## config.mk

```make
export PLATFORM = sky130hd
export DESIGN_NAME = rtn_fifo
export DESIGN_NICKNAME = d
export VERILOG_FILES = /design/src/hw/rtl/rtn_pkg.sv /design/src/hw/rtl/rtn_fifo.sv
export SDC_FILE = /design/constraint.sdc
export NUM_CORES = 1
export LEC_CHECK = 0
export BUFFER_PORTS_ARGS = -buffer_cell sky130_fd_sc_hd__buf_2
export CORE_UTILIZATION = 30
export DETAILED_ROUTE_END_ITERATION = 12
export PLACE_DENSITY_LB_ADDON = 0.1
export SYNTH_ARGS = -nofsm -noshare
export SYNTH_HDL_FRONTEND = slang
export SYNTH_SLANG_ARGS = --single-unit
```

## constraint.sdc

```tcl
create_clock -name clk -period 4.1 [get_ports clk]
set_input_delay 0.41 -clock clk [delete_from_list [all_inputs] [get_ports clk]]
set_output_delay 0.41 -clock clk [all_outputs]
set_load 0.02 [all_outputs]
```

## src/hw/rtl/rtn_pkg.sv

```systemverilog
// Shared types and constants for the RGB to NV12 converter.
package rtn_pkg;

  // Component and sum widths
  localparam int COMP_W = 8;
  localparam int POS_W  = 12;
  localparam int DIM_W  = 13;
  localparam int SUM_W  = 9;   // sum of two components
  localparam int BLK_W  = 10;  // sum of four components
  localparam int LINE_W = 3 * SUM_W;

  // Configuration register indexes
  typedef logic [0:0] cfg_index_t;
  localparam cfg_index_t CFG_FRAME_WIDTH  = 1'd0;
  localparam cfg_index_t CFG_FRAME_HEIGHT = 1'd1;

  localparam logic [DIM_W-1:0] RESET_WIDTH  = 13'd1920;
  localparam logic [DIM_W-1:0] RESET_HEIGHT = 13'd1080;
  localparam int MAX_HEIGHT = 4096;

  // BT.601 luma coefficients
  localparam int Y_R   = 66;
  localparam int Y_G   = 129;
  localparam int Y_B   = 25;
  localparam int Y_RND = 128;
  localparam int Y_OFS = 16;

  // Chroma coefficient magnitudes; block sums fold in the divide by four
  localparam int U_R   = 38;
  localparam int U_G   = 74;
  localparam int U_B   = 112;
  localparam int V_R   = 112;
  localparam int V_G   = 94;
  localparam int V_B   = 18;
  localparam int C_OFS = 512 + (128 << 10);

  // Depth of the queue between front and back
  localparam int QUEUE_DEPTH = 4;

  typedef struct packed {
    logic [COMP_W-1:0] blue;
    logic [COMP_W-1:0] green;
    logic [COMP_W-1:0] red;
  } pixel_t;

  typedef struct packed {
    logic              is_chroma;
    logic [COMP_W-1:0] luma;
    logic [COMP_W-1:0] chroma_u;
    logic [COMP_W-1:0] chroma_v;
    logic [POS_W-1:0]  column;
    logic [POS_W-1:0]  row;
    logic              end_of_frame;
    logic              last;
  } result_t;

  // Classified pixel passed from front to back
  typedef struct packed {
    pixel_t            pix;
    logic [POS_W-1:0]  column;
    logic [POS_W-1:0]  row;
    logic              need_chroma;
    logic              eof;
    logic [BLK_W-1:0]  sum_b;
    logic [BLK_W-1:0]  sum_g;
    logic [BLK_W-1:0]  sum_r;
  } item_t;

endpackage

```

## src/hw/rtl/rtn_fifo.sv

```systemverilog
// Short queue of classified pixels between front and back.
module rtn_fifo (
  input  logic           clk,
  input  logic           rst_n,
  input  logic           push_valid,
  output logic           push_ready,
  input  rtn_pkg::item_t push_item,
  output logic           pop_valid,
  input  logic           pop_ready,
  output rtn_pkg::item_t pop_item
);

  localparam int Depth = rtn_pkg::QUEUE_DEPTH;
  localparam int PtrW  = $clog2(Depth);
  localparam int CntW  = $clog2(Depth + 1);

  rtn_pkg::item_t  mem_r [Depth];
  logic [PtrW-1:0] wr_ptr_r, wr_ptr_nxt;
  logic [PtrW-1:0] rd_ptr_r, rd_ptr_nxt;
  logic [CntW-1:0] cnt_r, cnt_nxt;
  logic            do_push, do_pop;

  assign push_ready = cnt_r != CntW'(Depth);
  assign pop_valid  = cnt_r != '0;
  assign pop_item   = mem_r[rd_ptr_r];
  assign do_push    = push_valid && push_ready;
  assign do_pop     = pop_valid && pop_ready;

  // Pointer and occupancy update
  always_comb begin
    wr_ptr_nxt = wr_ptr_r;
    rd_ptr_nxt = rd_ptr_r;
    cnt_nxt    = cnt_r;
    if (do_push) begin
      wr_ptr_nxt = (wr_ptr_r == PtrW'(Depth - 1)) ? '0 : wr_ptr_r + PtrW'(1);
    end
    if (do_pop) begin
      rd_ptr_nxt = (rd_ptr_r == PtrW'(Depth - 1)) ? '0 : rd_ptr_r + PtrW'(1);
    end
    if (do_push && !do_pop) begin
      cnt_nxt = cnt_r + CntW'(1);
    end else if (do_pop && !do_push) begin
      cnt_nxt = cnt_r - CntW'(1);
    end
  end

  always_ff @(posedge clk) begin
    if (!rst_n) begin
      wr_ptr_r <= '0;
      rd_ptr_r <= '0;
      cnt_r    <= '0;
    end else begin
      wr_ptr_r <= wr_ptr_nxt;
      rd_ptr_r <= rd_ptr_nxt;
      cnt_r    <= cnt_nxt;
    end
  end

  always_ff @(posedge clk) begin
    if (do_push) begin
      mem_r[wr_ptr_r] <= push_item;
    end
  end

  // Occupancy stays within the queue
  a_cnt: assert property (@(posedge clk) disable iff (!rst_n)
    cnt_r <= CntW'(Depth))
    else $error("queue overflow");

endmodule

```

==> results_dict.tcl <==
set metrics [dict create \
    cts_resized 0 \
    die_h_um 202.0 \
    finClkSkew_ps 12.34 \
    synthArstFlopShare_pct 0 \
    avgRoutedWirePerCell_um 21.33 \
    fp.dieArea_um2 40810 \
    drv_slew 0 \
    hold_end "mem_r[2][16]$_DFFE_PP_" \
    clock.fmax_mhz 339.3 \
    ys.warnings.count 0 \
    via_count 5522 \
    grt_max_degree 66 \
    hpwl_mm 15.69 \
    clk_pin_slew_ps 60 \
    dp_slack_ps 1589 \
    synth_area_leaders "edfxtp_1, mux4_2, dfxtp_1" \
    synth_top_area_share_pct 80.06 \
    crit_fanout 65 \
    cap_violations 0 \
    wirelength_mm 25.91 \
    viasPerCell 4.545 \
    maxSlewHeadroom_pct 27.93 \
    drt_iter0_drc 274 \
    synth.avg_cell_area_um2 25.59 \
    hold_depth 1 \
    ys_top_cells_by_count "edfxtp_1, mux4_2, clkbuf_1, dfxtp_1, buf_4" \
    clkLatencyLatePin_ps 510 \
    min_from "push_item[16]" \
    core_area_um2 39100 \
    numCtsBuffers 38 \
    ys_types 27 \
    p_leak_nw 4.862 \
    power_density_nw_per_um2 649.5 \
    antenna_found_initial 4 \
    clockBufferDepth 3 \
    final_hold_viol_count 0 \
    cp-end-kind "output port" \
    ctsHtreeMaxLevel 2 \
    synth_nets 560 \
    syn_inst 469 \
    drc 0 \
    ys_seq_area_share_pct 81.56 \
    drive_above_1_share_pct 45.53 \
    arrival_ps 2540 \
    port_buffers 165 \
    rows 72 \
    synth-edff-count 320 \
    reg2reg_depth 7 \
    track_usage_pct 12.96 \
    crit_type "reg -> out" \
    cts-root-buf "clkbuf_16" \
    grt_pass1_vias 6208 \
    synth_area_um2 12000 \
    r2r-end "cnt_r[2]$_SDFFE_PN0P_" \
    worstPathRequired_ps 3690 \
    die_w_um 202.0 \
    status "finished, final reports clean" \
    finish.utilization_pct 37.54 \
    ys.flop_type "edfxtp_1" \
    synth-seq-cells 329 \
    clock_sinks 329 \
    cts_tree "yes" \
    rsz0062_at_grt "no" \
    finalWorstSetupSlack_ps 1153 \
    ant_nets 0 \
    synth.most_common_cell "edfxtp_1" \
    postCtsHoldBufs 0 \
    grt_pass1_wl_mm 39.21 \
    fillers 3627 \
    min_period_over_period_pct 71.88 \
    tightestPinTransition_ps 1081 \
    ir_drop_v 0.0003133 \
    nNetsFinal 756 \
    tns_ps 0 \
    start_util_pct 30.70 \
    grt-ovfl-total 0 \
    area_growth_syn_to_layout_pct 22.29 \
    cp-start-kind "register" \
    io_pins 166 \
    post_cts_buffers 0 \
    fin_crit_ps 2947 \
    min_path_type "in -> reg" \
    hold-worst-slack_ps 105.2 \
    dr.pass1.iters 4 \
    regToRegSetupSlack_ps 1670 \
    rr_startpoint "cnt_r[0]$_SDFFE_PN0P_" \
    gp_congestion 0.7809 \
    synth_top_cell_by_area "edfxtp_1" \
    setup_violations 0 \
]
worst max-delay path by stage:
stage,cells after the start,endpoint,slack (ps)
detailed placement,3,pop_item[24],1590
floorplan,7,cnt_r[2]$_SDFFE_PN0P_,1900
CTS,3,pop_item[24],1040
global placement,3,pop_item[30],1650
finish,3,pop_item[24],1150
global route,3,pop_item[24],960
report_power, final:
group | leakage [nW] | internal (W) | switching (W)
clock | 0.586 | 0.00195 | 0.00126
sequential | 3.01 | 0.00408 | 0.000166
combinational | 1.27 | 0.000858 | 0.00122
total | 4.86 | 0.00689 | 0.00264
stage by stage:
step	cells	instance area (µm²)	total power, W
floorplan	469	12000	0.005701
global placement	1143	13480	0.006430
detailed placement	1143	13480	0.006485
CTS	1212	14670	0.009737
global route	1212	14670	0.009988
finish	1215	14680	0.009533
worst max-delay path, stage by stage, from the launching register on:
cell and delay, ps:
dfxtp_4 1070, buf_4 390, mux4_2 350, buf_2 180
sequential cells by signal, summed over array words and instances, names as in the netlist, named ones only:
signal,cells
mem_r,320
cnt_r,3
rd_ptr_r,2
wr_ptr_r,2
cell usage in the layout, fill, tap and decap left out:
master       n
dfxtp_1      7
clkinv_2     7
xnor2_1      1
xor2_1       1
clkbuf_8     1
inv_1        3
or3b_1       1
and3_4       4
fa_1         1
or3_2        2
o21ai_1      1
dfxtp_4      2
edfxtp_1   320
mux2i_1      2
ha_1         6
clkbuf_1    11
nand2_1      5
mux4_2      80
inv_6        1
o21ai_0      3
nand3_1      2
nand4_1      1
buf_4       10
and2_4       1
nor2_1       2
buf_2      165
clkinv_1     7
clkbuf_16   39
bufinv_16    3
nor2b_1      1
a21boi_0     1
and2_1       1
buf_12       1
o31ai_1      1
diode_2      3
cell families after synthesis:
logic type	count (synthesis)	share of synthesized area, %
buffers and inverters	23	1.053
xor gates and xnor gates	2	0.1460
AOI/OAI and AO/OA	6	0.2918
and+or+nand+nor	20	0.9800
adders and majority gates	7	0.7922
muxes	82	15.18
DFF	329	81.56
cell type report:
| type | instances | area (µm²) | share of cell area [%] |
|---|---|---|---|
| antenna | 3 | 7.507 | 0.05115 |
| clock buffer | 51 | 1031 | 7.024 |
| clock inverter | 18 | 160.2 | 1.091 |
| inverter | 3 | 11.26 | 0.07672 |
| multi-input combinational | 117 | 2102 | 14.32 |
| sequential | 329 | 9797 | 66.75 |
| tap | 518 | 648.1 | 4.416 |
| timing repair buffer | 176 | 920.9 | 6.274 |
layer usage:
metal | global-route usage (%) | routed length (µm) | vias up
li1 | - | - | 2412
met4 | 3.788 | 537 | 4
met1 | 16.75 | 11220 | 2929
met2 | 21.51 | 12800 | 133
met3 | 3.305 | 1334 | 44
met5 | 0 | 25 | -
No activity file was read; power rests on OpenSTA's default activity.
