$ cat config.mk
export PLATFORM = sky130hd
export DESIGN_NAME = rtn_back
export DESIGN_NICKNAME = d
export VERILOG_FILES = /design/src/hw/rtl/rtn_pkg.sv /design/src/hw/rtl/rtn_back.sv
export SDC_FILE = /design/constraint.sdc
export NUM_CORES = 1
export LEC_CHECK = 0
export BUFFER_PORTS_ARGS = -buffer_cell sky130_fd_sc_hd__buf_2
export CORE_UTILIZATION = 35
export CTS_CLUSTER_SIZE = 14
export DETAILED_ROUTE_END_ITERATION = 6
export GPL_TIMING_DRIVEN = 0
export PLACE_DENSITY = 0.64
export SYNTH_ARGS = -nofsm -noshare
export SYNTH_HDL_FRONTEND = slang
export SYNTH_SLANG_ARGS = --single-unit
$ cat constraint.sdc
create_clock -name clk -period 7.7 [get_ports clk]
set_input_delay 1.155 -clock clk [delete_from_list [all_inputs] [get_ports clk]]
set_output_delay 1.155 -clock clk [all_outputs]
set_load 0.02 [all_outputs]
$ cat src/hw/rtl/rtn_pkg.sv
// Shared types and constants for the RGB to NV12 converter.
package rtn_pkg;

  // Component and sum widths
  localparam int COMP_W = 8;
  localparam int POS_W  = 12;
  localparam int DIM_W  = 13;
  localparam int SUM_W  = 9;   // sum of two components
  localparam int BLK_W  = 10;  // sum of four components
  localparam int LINE_W = 3 * SUM_W;

  // Configuration register indexes
  typedef logic [0:0] cfg_index_t;
  localparam cfg_index_t CFG_FRAME_WIDTH  = 1'd0;
  localparam cfg_index_t CFG_FRAME_HEIGHT = 1'd1;

  localparam logic [DIM_W-1:0] RESET_WIDTH  = 13'd1920;
  localparam logic [DIM_W-1:0] RESET_HEIGHT = 13'd1080;
  localparam int MAX_HEIGHT = 4096;

  // BT.601 luma coefficients
  localparam int Y_R   = 66;
  localparam int Y_G   = 129;
  localparam int Y_B   = 25;
  localparam int Y_RND = 128;
  localparam int Y_OFS = 16;

  // Chroma coefficient magnitudes; block sums fold in the divide by four
  localparam int U_R   = 38;
  localparam int U_G   = 74;
  localparam int U_B   = 112;
  localparam int V_R   = 112;
  localparam int V_G   = 94;
  localparam int V_B   = 18;
  localparam int C_OFS = 512 + (128 << 10);

  // Depth of the queue between front and back
  localparam int QUEUE_DEPTH = 4;

  typedef struct packed {
    logic [COMP_W-1:0] blue;
    logic [COMP_W-1:0] green;
    logic [COMP_W-1:0] red;
  } pixel_t;

  typedef struct packed {
    logic              is_chroma;
    logic [COMP_W-1:0] luma;
    logic [COMP_W-1:0] chroma_u;
    logic [COMP_W-1:0] chroma_v;
    logic [POS_W-1:0]  column;
    logic [POS_W-1:0]  row;
    logic              end_of_frame;
    logic              last;
  } result_t;

  // Classified pixel passed from front to back
  typedef struct packed {
    pixel_t            pix;
    logic [POS_W-1:0]  column;
    logic [POS_W-1:0]  row;
    logic              need_chroma;
    logic              eof;
    logic [BLK_W-1:0]  sum_b;
    logic [BLK_W-1:0]  sum_g;
    logic [BLK_W-1:0]  sum_r;
  } item_t;

endpackage

$ cat src/hw/rtl/rtn_back.sv
// Back end: color math and emission of luma and chroma words.
module rtn_back (
  input  logic              clk,
  input  logic              rst_n,
  input  logic              q_valid,
  output logic              q_ready,
  input  rtn_pkg::item_t    q_item,
  output logic              out_valid,
  input  logic              out_stall,
  output rtn_pkg::result_t  out_data
);

  localparam int PW = rtn_pkg::POS_W;
  localparam int CW = rtn_pkg::COMP_W;

  // Product stage
  logic           p_valid_r, p_valid_nxt;
  logic [16:0]    p_y_r;
  logic [17:0]    p_upos_r, p_vpos_r;
  logic [16:0]    p_uneg_r, p_vneg_r;
  logic [PW-1:0]  p_col_r, p_row_r;
  logic           p_need_r, p_eof_r;

  // Emit stage
  logic           e_valid_r, e_valid_nxt;
  logic           e_phase_r, e_phase_nxt;
  logic [CW-1:0]  e_y_r, e_u_r, e_v_r;
  logic [PW-1:0]  e_col_r, e_row_r;
  logic           e_need_r, e_eof_r;

  logic             out_valid_r, out_valid_nxt;
  rtn_pkg::result_t out_data_r, res;

  logic           o_free, e_emit, e_done, e_take;
  logic [8:0]     y9;
  logic [17:0]    u_diff, v_diff;

  // Flow control back to front
  assign o_free  = !out_valid_r || !out_stall;
  assign e_emit  = e_valid_r && o_free;
  assign e_done  = e_emit && (e_phase_r || !e_need_r);
  assign e_take  = !e_valid_r || e_done;
  assign q_ready = !p_valid_r || e_take;

  assign p_valid_nxt   = q_ready ? q_valid : p_valid_r;
  assign out_valid_nxt = o_free ? e_valid_r : out_valid_r;

  always_comb begin
    e_valid_nxt = e_valid_r;
    e_phase_nxt = e_phase_r;
    if (e_take) begin
      e_valid_nxt = p_valid_r;
      e_phase_nxt = 1'b0;
    end else if (e_emit) begin
      e_phase_nxt = 1'b1;
    end
  end

  always_ff @(posedge clk) begin
    if (!rst_n) begin
      p_valid_r   <= 1'b0;
      e_valid_r   <= 1'b0;
      e_phase_r   <= 1'b0;
      out_valid_r <= 1'b0;
    end else begin
      p_valid_r   <= p_valid_nxt;
      e_valid_r   <= e_valid_nxt;
      e_phase_r   <= e_phase_nxt;
      out_valid_r <= out_valid_nxt;
    end
  end

  // Constant-coefficient products
  always_ff @(posedge clk) begin
    if (q_ready && q_valid) begin
      p_y_r <= 17'(rtn_pkg::Y_R) * 17'(q_item.pix.red)
             + 17'(rtn_pkg::Y_G) * 17'(q_item.pix.green)
             + 17'(rtn_pkg::Y_B) * 17'(q_item.pix.blue)
             + 17'(rtn_pkg::Y_RND);
      p_upos_r <= 18'(rtn_pkg::U_B) * 18'(q_item.sum_b) + 18'(rtn_pkg::C_OFS);
      p_uneg_r <= 17'(rtn_pkg::U_R) * 17'(q_item.sum_r)
                + 17'(rtn_pkg::U_G) * 17'(q_item.sum_g);
      p_vpos_r <= 18'(rtn_pkg::V_R) * 18'(q_item.sum_r) + 18'(rtn_pkg::C_OFS);
      p_vneg_r <= 17'(rtn_pkg::V_G) * 17'(q_item.sum_g)
                + 17'(rtn_pkg::V_B) * 17'(q_item.sum_b);
      p_col_r  <= q_item.column;
      p_row_r  <= q_item.row;
      p_need_r <= q_item.need_chroma;
      p_eof_r  <= q_item.eof;
    end
  end

  // Final sums, scaling and clamping; chroma numerators never go negative
  assign y9     = 9'(p_y_r[16:8]) + 9'(rtn_pkg::Y_OFS);
  assign u_diff = p_upos_r - {1'b0, p_uneg_r};
  assign v_diff = p_vpos_r - {1'b0, p_vneg_r};

  always_ff @(posedge clk) begin
    if (e_take && p_valid_r) begin
      e_y_r    <= y9[8] ? 8'hFF : y9[7:0];
      e_u_r    <= u_diff[17:10];
      e_v_r    <= v_diff[17:10];
      e_col_r  <= p_col_r;
      e_row_r  <= p_row_r;
      e_need_r <= p_need_r;
      e_eof_r  <= p_eof_r;
    end
  end

  // Luma word first, then the chroma word when the pair closes a block
  always_comb begin
    res = '0;
    if (e_phase_r) begin
      res.is_chroma    = 1'b1;
      res.chroma_u     = e_u_r;
      res.chroma_v     = e_v_r;
      res.column       = {1'b0, e_col_r[PW-1:1]};
      res.row          = {1'b0, e_row_r[PW-1:1]};
      res.end_of_frame = e_eof_r;
      res.last         = 1'b1;
    end else begin
      res.luma         = e_y_r;
      res.column       = e_col_r;
      res.row          = e_row_r;
      res.end_of_frame = e_eof_r && !e_need_r;
      res.last         = !e_need_r;
    end
  end

  always_ff @(posedge clk) begin
    if (e_emit) begin
      out_data_r <= res;
    end
  end

  assign out_valid = out_valid_r;
  assign out_data  = out_data_r;

  // A luma word that is not last is followed at once by its chroma word
  a_chroma_follows: assert property (@(posedge clk) disable iff (!rst_n)
    out_valid_r && !out_stall && !out_data_r.last
    |=> out_valid_r && out_data_r.is_chroma)
    else $error("chroma word missing after luma");

  // A chroma word always closes its pixel
  a_chroma_last: assert property (@(posedge clk) disable iff (!rst_n)
    out_valid_r && out_data_r.is_chroma |-> out_data_r.last)
    else $error("chroma word not last");

endmodule

==> key figures <==
STA
  • Max frequency: 159 MHz
  • Slew margin rel.: a little over 50%
  • Final min period: ~6.3 ns
  • Period utilization: around four fifths
  • Setup Viol. Count Final: 0
  • Setup TNS: 0 ns
  • Max-slew violations: 0
  • RSZ-0062 raised after global routing: no
  • Clk_skew: between 0.009 and 0.01 ns
  • Hold Fails Final Rpt: 0
  • Min Hold Slack: a little over 0.4 ns
  • Slew at the pin with the worst max-slew slack: ~0.73 ns

GRT
  • Initial antenna violation count: 2
  • Largest net degree at the start of global routing: 62
  • Vias in the first global route: about 9800
  • Gr usage total: between 10% and 20%
  • GRT Residual Overflow: 0
  • First-pass GRT wire length: between 40000 and 50000 um

Yosys
  • Compound-Gate Fraction of Synth Area: between 10 and 15%
  • Synth Area per Inst: between 10 and 15 um2
  • Synth async-reset ratio: 0%
  • Leading area contributor after synthesis: edfxtp_1
  • Synthesized instance count: ~1300
  • Most frequent cell after synthesis: ha_1
  • Yosys cell types: 66
  • Largest family of logic cells by synthesized area: adder cells
  • Mux contribution to synthesized area: between 1.5 and 2%
  • Commonest cells post-synth: 245 x ha_1, 215 x inv_1, 196 x edfxtp_1
  • Share of synthesized cell area in and, or, nand and nor gates: between 7 and 8%
  • Area share of fa/ha/maj cells after synthesis: ~31%
  • Synth area leaders: edfxtp_1 38%, ha_1 20%, fa_1 11%
  • Mapped Nets: ~1800
  • Synth Flop Type: edfxtp_1
  • Sequential area share after synthesis: roughly two fifths
  • Yosys reg bits: 200
  • YS warnings: 0
  • EDFF count, synth: about 200
  • XOR/XNOR Fraction of Synth Area: just under 6%
  • Post-Syn Area: between 15000 and 20000 um2
  • Post-synth top area share: roughly two fifths

Place
  • Final GP Congestion: 0.820
  • DP Cell Count: 2066
  • Post-DP HPWL: between 20000 and 25000 um
  • PortBufs: around 140

Floorplan
  • Core footprint: ~43000 um2
  • FP Rows: 76
  • Die area: roughly 45000 um2
  • Starting Density: approximately 36%
  • Die Ht: 212 um
  • Die width: about 210 um
  • I/O pin cnt: between 100 and 150

Drt
  • Initial drt markers: ~420
  • Total Wirelength: approximately 29000 um
  • DR vias/cell: 4.75
  • Via count: 9960
  • DR WL/cell: roughly 14 um
  • Antenna Nets Post-Route: 0
  • TritonRoute pass-1 iters: 5
  • DRC: 0

Final layout
  • Nets@finish: between 1500 and 2000
  • Final cell count without fillers: ~2100
  • Antenna diodes: 0
  • # fillers: 4090
  • Synth-to-layout area growth: 13.3%
  • Share of layout cells above drive strength 1: between 10 and 15%
  • Area of the multi-input gates: between 8000 and 9000 um2
  • Total area of sequential cells: approximately 6000 um2

Clock network
  • CTS Sinks: 200
  • H-tree level count: 4
  • Max clock buf depth: 2
  • TritonCTS clock tree: yes
  • CTS Buf Count: 17
  • Hold Buf Count CTS: 0
  • Clk Latency, worst-skew pair: 0.42 ns
  • Setup Buffers After CTS: 0
  • Reg clk slew, reported paths: ~0.07 ns
  • Root buf cell: clkbuf_16
  • Post-CTS Resized: 0

Worst setup path
  • CP Launch Type: primary input
  • Buffers and inverters on the worst path: 4
  • CP top delay family: adder cells
  • Slowest stage delay, CP: 0.52 ns
  • Crit-path cells: buf_2, ha_1, ha_1, ha_1, inv_1, fa_1, xnor2_1, ha_1, fa_1, fa_1, inv_1, fa_1, inv_1, ha_1, ha_1, a41oi_1, o21ai_0, a31oi_1, o21ai_0, o41ai_1, xnor2_1
  • Crit path DAT: approximately 6.5 ns
  • Crit path required time: between 7 and 8 ns
  • Kind of critical path: in2reg
  • CP Capture Type: flip-flop
  • CP max FO: 5
  • Most frequent CP cell: ha_1
  • Crit-path slowest cell: fa_1

Hold path
  • HP Class: reg2reg

Outcome
  • Outcome: finished, final reports clean

Run
  • Max Cap Viol: 0

Power and ir drop
  • Worst vdd ir: approximately 0.00022 V
  • P per Cell Area: around 320 nW/um2
  • Static leakage: approximately 0.0079 uW
-- layout by cell type (no fill, tap or decap), drive strengths merged, types with 4 or more instances in the layout --
cell,instances
nor2,63
nand2b,13
a31oi,8
clkbuf,21
dfxtp,4
nand3,13
a41oi,4
o21a,14
xnor2,71
edfxtp,196
a21boi,7
nor2b,26
nand2,34
a211oi,6
clkinv,6
and3,6
nand4,9
o21ai,49
xor2,32
o21bai,12
buf,142
fa,84
a21oi,77
ha,245
nor3,22
and2,22
a21o,29
mux2,22
inv,223
-- per-stage QoR --
step	instance area, um2	total power [uW]	util, %	setup WS (ns)
after detailed placement	16900	4830	39.1	1.01
after floorplan	15400	4010	-	1.58
after global placement	16900	4750	39.0	1.06
after global routing	17500	6150	40.4	1.13
after CTS	17500	5700	40.4	1.42
final	17500	5640	40.4	1.41
-- metal layers --
layer	wire length, um	share of wire, %	track usage [%]	up-vias
met5	27	0.094	0	-
met4	281	0.98	2.70	4
met3	1410	4.9	2.20	22
met2	13100	45	21.9	187
met1	14000	49	17.7	4716
li1	-	-	-	5031
-- worst register-to-register path, stage by stage, from the launching register on --
cell and delay [ns]:
edfxtp_1 0.37, ha_1 0.27, nor4b_1 0.27, nor4_1 0.09, o31ai_1 0.46, o211ai_1 0.24, a21oi_1 0.30, a21oi_1 0.13
xnor2_1 0.15
-- registers in the layout (all words and copies together) (netlist names), 8 cells and up --
register and cells:
out_data 51, p_uneg_r 16, p_vneg_r 16, p_upos_r 14, p_vpos_r 14, e_col_r 12
e_row_r 12, p_col_r 12, p_row_r 12, p_y_r 9, e_u_r 8, e_v_r 8
e_y_r 8
-- power by group --
group          leakage, uW  internal [uW]  total (uW)  switching (uW)
registers          0.00191           1600        1660            57.0
logic              0.00569           1310        3140            1830
clock network     0.000278            429         839             410
total              0.00788           3340        5640            2300
-- logic make-up (layout without fill, tap and decap cells) --
family / after synthesis / count (layout)
buffers and inverters: 222 / 393
multiplexers: 22 / 22
AND/OR/NAND/NOR: 227 / 227
XOR/XNOR: 103 / 103
flip-flops: 200 / 200
adder cells (fa/ha/maj): 329 / 329
AO/OA/AOI/OAI: 239 / 239
-- final timing paths --
path                         startpoint              endpoint  slack, ns  cells past startpoint
setup / recovery             q_item[58]   p_y_r[16]$_DFFE_PP_       1.41                     21
hold / removal     p_col_r[8]$_DFFE_PP_  e_col_r[8]$_DFFE_PP_       0.41                      0
setup reg to reg  p_upos_r[4]$_DFFE_PP_    e_u_r[5]$_DFFE_PP_       5.16                      8
hold reg to reg    p_col_r[8]$_DFFE_PP_  e_col_r[8]$_DFFE_PP_       0.41                      0
-- final cells by class --
class	instances	share of cell area, %
well taps	585	4.18
inverters	215	4.61
multi-input cells	920	49.5
clock buffers	17	2.43
plain buffers	7	0.150
flip-flops and latches	200	34.1
repair buffers	139	4.28
clock inverters	15	0.801
Note: power is estimated with default switching activity, not from simulation.
